==> src/sv/ortb_pkg.sv <==
// Shared types and constants for the overwrite ring trace buffer.
package ortb_pkg;

	localparam int unsigned RING_DEPTH_DEF = 16384;
	localparam int unsigned POS_W          = 32;
	localparam int unsigned LEN_W          = 7;
	localparam int unsigned IN_DATA_W      = 48;
	localparam int unsigned OUT_DATA_W     = 112;
	localparam logic [LEN_W-1:0] READ_LIMIT = 7'd64;

	localparam logic OP_WRITE = 1'b0;
	localparam logic OP_READ  = 1'b1;

	// request to the shared adder/subtractor
	typedef struct packed {
		logic [POS_W-1:0] a;
		logic [POS_W-1:0] b;
		logic             sub;
	} alu_req_t;

	// carry out is set for a subtract when a >= b
	typedef struct packed {
		logic [POS_W-1:0] sum;
		logic             carry;
	} alu_rsp_t;

endpackage

==> src/sv/ortb_alu.sv <==
// Shared 32-bit add/subtract unit used by the read sequencer.
module ortb_alu
	import ortb_pkg::*;
(
	input  alu_req_t req,
	output alu_rsp_t rsp
);

	logic [POS_W:0] full;

	always_comb begin
		if (req.sub) begin
			full = {1'b0, req.a} + {1'b0, ~req.b} + {{POS_W{1'b0}}, 1'b1};
		end else begin
			full = {1'b0, req.a} + {1'b0, req.b};
		end
		rsp.sum   = full[POS_W-1:0];
		rsp.carry = full[POS_W];
	end

endmodule

==> config.mk <==
export PLATFORM = sky130hd
export DESIGN_NAME = ortb_alu
export DESIGN_NICKNAME = d
export VERILOG_FILES = /design/src/sv/ortb_pkg.sv /design/src/sv/ortb_alu.sv
export SDC_FILE = /design/constraint.sdc
export NUM_CORES = 1
export LEC_CHECK = 0
export ABC_AREA = 1
export BUFFER_PORTS_ARGS = -buffer_cell sky130_fd_sc_hd__buf_2
export CAP_MARGIN = 5
export CORE_ASPECT_RATIO = 0.5
export CORE_MARGIN = 2
export CORE_UTILIZATION = 40
export DETAILED_ROUTE_END_ITERATION = 6
export PLACE_DENSITY_LB_ADDON = 0.08
export SYNTH_ARGS = -nofsm -noshare
export SYNTH_HDL_FRONTEND = slang
export SYNTH_SLANG_ARGS = --single-unit
==> constraint.sdc <==
create_clock -name vclk -period 1.79
set_clock_uncertainty 0.2 [all_clocks]
set_input_delay 0.0895 -clock vclk [all_inputs]
set_output_delay 0.0895 -clock vclk [all_outputs]
set_load 0.005 [all_outputs]
### Word level (Yosys, flattened, before mapping)

Cells that the tools add are included.

* input port bits: 65
* word-level logic and storage cells: 5
* flip-flop bits (word level): 0
* output and inout port bits: 33

* add/sub/neg operators: 3
* mux-type cells: 1
* bitwise operators: 1

Operators by type and width (number)
* adder 32 x 32 -> 33 bit: 2
* adder 33 x 1 -> 33 bit (second input constant): 1
* two-way mux 33 bit: 1
* inverter 32 bit: 1

### Logic depth before layout (Yosys ltp)

* word-level depth: 4
* depth in mapped cells: 17
* mapped depth without buffers: 16

### Least setup slack after synthesis

Ideal clock, no wire load.

* kind: input -> output
* start: in req[33] (netlist name)
* end: out rsp[0] (netlist name)
* buffers on the path: 0
* cell stages on the path: 14
* path slack: 0.019 ns
* data arrival time: 1.481 ns
* required time: 1.500 ns
* cell sequence: inv_1 > ha_1 > fa_1 > inv_1 > nand2_1 > nand2_1 > nand2_1 > o21ai_2 > nand3_1 > nand3_2 > nand2_1 > nand2_1 > nand2_1 > nand2_1

RTL lines
* start: declaration: RTL line ortb_alu.sv:5 `input alu_req_t req,`
* end: declaration: RTL line ortb_alu.sv:6 `output alu_rsp_t rsp`

==> run metrics <==
RSZ-0062 raised after global routing yes; CTS Hold Bufs 0; Core Region 13600 um^2; met2 usage 59.3%; Mapped Cells 1143; post-route cell area 10700 um^2; largest net degree at the start of global routing 26; P per Cell Area between 300 and 400 nW/um^2; GP Congestion 0.959; n_diodes 0; Least-Margin Pin Slew a little under 0.4 ns; Arrival @ worst endpoint 1.94 ns; post-synthesis cell area 5620 um^2; sequential share of the synthesized area 0%; DRC viols 0; Register Area 0 um^2; Total GRT Usage around a third; global-route wire length before repair 41300 um; Iter 0 DRT Violations 831; via count between 8k and 9k; Vias/cell 5.19; final hold vios 0; I/O Pins 98; Lkg Pwr 5.78 nW; Warnings, synthesis 0; fmax 448 MHz; Die Span X roughly 170 um; Worst Setup End Kind output pin; Yosys top cell by area nand2_1; HPWL after DPL between 20000 and 25000 um; violations in the final reports setup timing; drt total wl 29400 um; Final ANT Viol Nets 0; top cells by area, synth nand2_1 (30%), inv_1 (15%), ha_1 (14%), nor2_1 (6.2%), nand3_1 (5.7%); final period utilization 125%; total iterations of the first detailed-routing run 6; top cells by count, synth nand2_1 (443), inv_1 (221), nor2_1 (93); Tot Pwr 0.00398 W; run status finished with violations; Layout area overhead 90.1%; Worst VDD drop 0.174 mV; hold crit path type input port to output pin; Die Y 87.8 um; worst-path maximum fanout 2; FILL cells approximately 1000; Avg WL per Cell 17.6 um; met1 usage 48.2%; final setup vio count 31; Final min period between 2 and 2.5 ns; most used standard cell by instance count after synthesis nand2_1; count of input and output buffers 98; total die area 15100 um^2; vias in the first global route 8027; max cap viols 0; unique cell type count in the Yosys netlist 35; Slew Limit Fails 0; Final #Nets 1610; Avg Synthesized Cell Area 4.92 um^2; FFs & Latches 0; Setup CP Type input port to output pin; final-layout clock buffer total 0; CP Data Required Time 1.50 ns; post-synth top area share 29.6%; most used routing layer met2; setup ws final -0.443 ns; Starting Density 41.2%; initial antenna violation count 0; Syn Nets between 1k and 1.5k; site row count 30; share of layout cells above drive strength 1 ~55%; Global Route met3 Usage roughly 3.0%; relative slew slack 74.0%; hold slack 0.427 ns; Post-DP Area 7810 um^2; remaining global-route overflow 0; Setup crit start kind input port
-- layout by cell type (no fill, tap or decap), drive strengths merged --
cell type	count
clkinv	2
a31oi	2
a21oi	42
ha	64
buf	361
o21ai	29
o21bai	10
nor4	1
nor3	22
xor2	19
nor2	110
inv	238
nand3	69
and2	8
fa	2
nand2	470
nand4	23
and3	2
xnor2	2
a21boi	1
-- final timing paths --
check / start / to / slack (ns) / depth (start not counted)
max: req[33] / rsp[11] / -0.44 / 14
min: req[1] / rsp[1] / 0.43 / 4
-- worst max-delay path, cell delays in order --
cell and delay (ns):
buf_8 0.09, inv_4 0.05, ha_4 0.20, fa_2 0.36, inv_2 0.09, nand2_2 0.05, nand2_2 0.08, nand4_1 0.10
nand2_1 0.13, nand2_1 0.07, nand2_2 0.11, o21bai_4 0.14, xor2_2 0.20, buf_2 0.16
-- layout make-up --
class,count,area (um^2),area share (%)
Timing Repair Buffer,361,2980,27.9
Inverter,240,960,8.99
Multi-Input combinational cell,876,6500,60.9
Tap cell,192,240,2.25
-- report_power, final --
part | switching (W) | total (W) | internal [W]
clock | 0 | 0 | 0
combinational | 0.00221 | 0.00398 | 0.00176
sequential | 0 | 0 | 0
total | 0.00221 | 0.00398 | 0.00176
-- per-layer routing --
| metal | up-vias | part of all wire, % |
|---|---|---|
| li1 | 4134 | - |
| met1 | 4023 | 44 |
| met2 | 415 | 45 |
| met3 | 96 | 8.4 |
| met4 | 0 | 3.0 |
| met5 | - | 0 |
-- what timing repair did --
action                     in CTS  in global routing
buffers inserted               44                 12
resized for setup             544                119
pin swaps                     209                 73
setup endpoints to repair      30                 30
-- through the flow --
step | instances | TNS, ns | utilization, % | setup slack (ns)
finish | 1669 | -8.06 | 78.4 | -0.443
global route | 1669 | -9.82 | 78.4 | -0.468
CTS | 1657 | -4.54 | 74.6 | -0.289
detailed placement | 1619 | -12.85 | 57.3 | -0.588
global placement | 1619 | -12.31 | 57.3 | -0.601
floorplan | 1143 | 0 | - | 0.0195
-- cell families after synthesis --
| family | count (synthesis) | share of synthesized area (%) |
|---|---|---|
| buffers and inverters | 267 | 19.1 |
| AO/OA/AOI/OAI | 84 | 8.48 |
| adder cells (fa/ha/maj) | 66 | 15.0 |
| XOR/XNOR | 21 | 3.27 |
| AND/OR/NAND/NOR | 705 | 54.1 |
No activity file was read; power rests on OpenSTA's default activity.
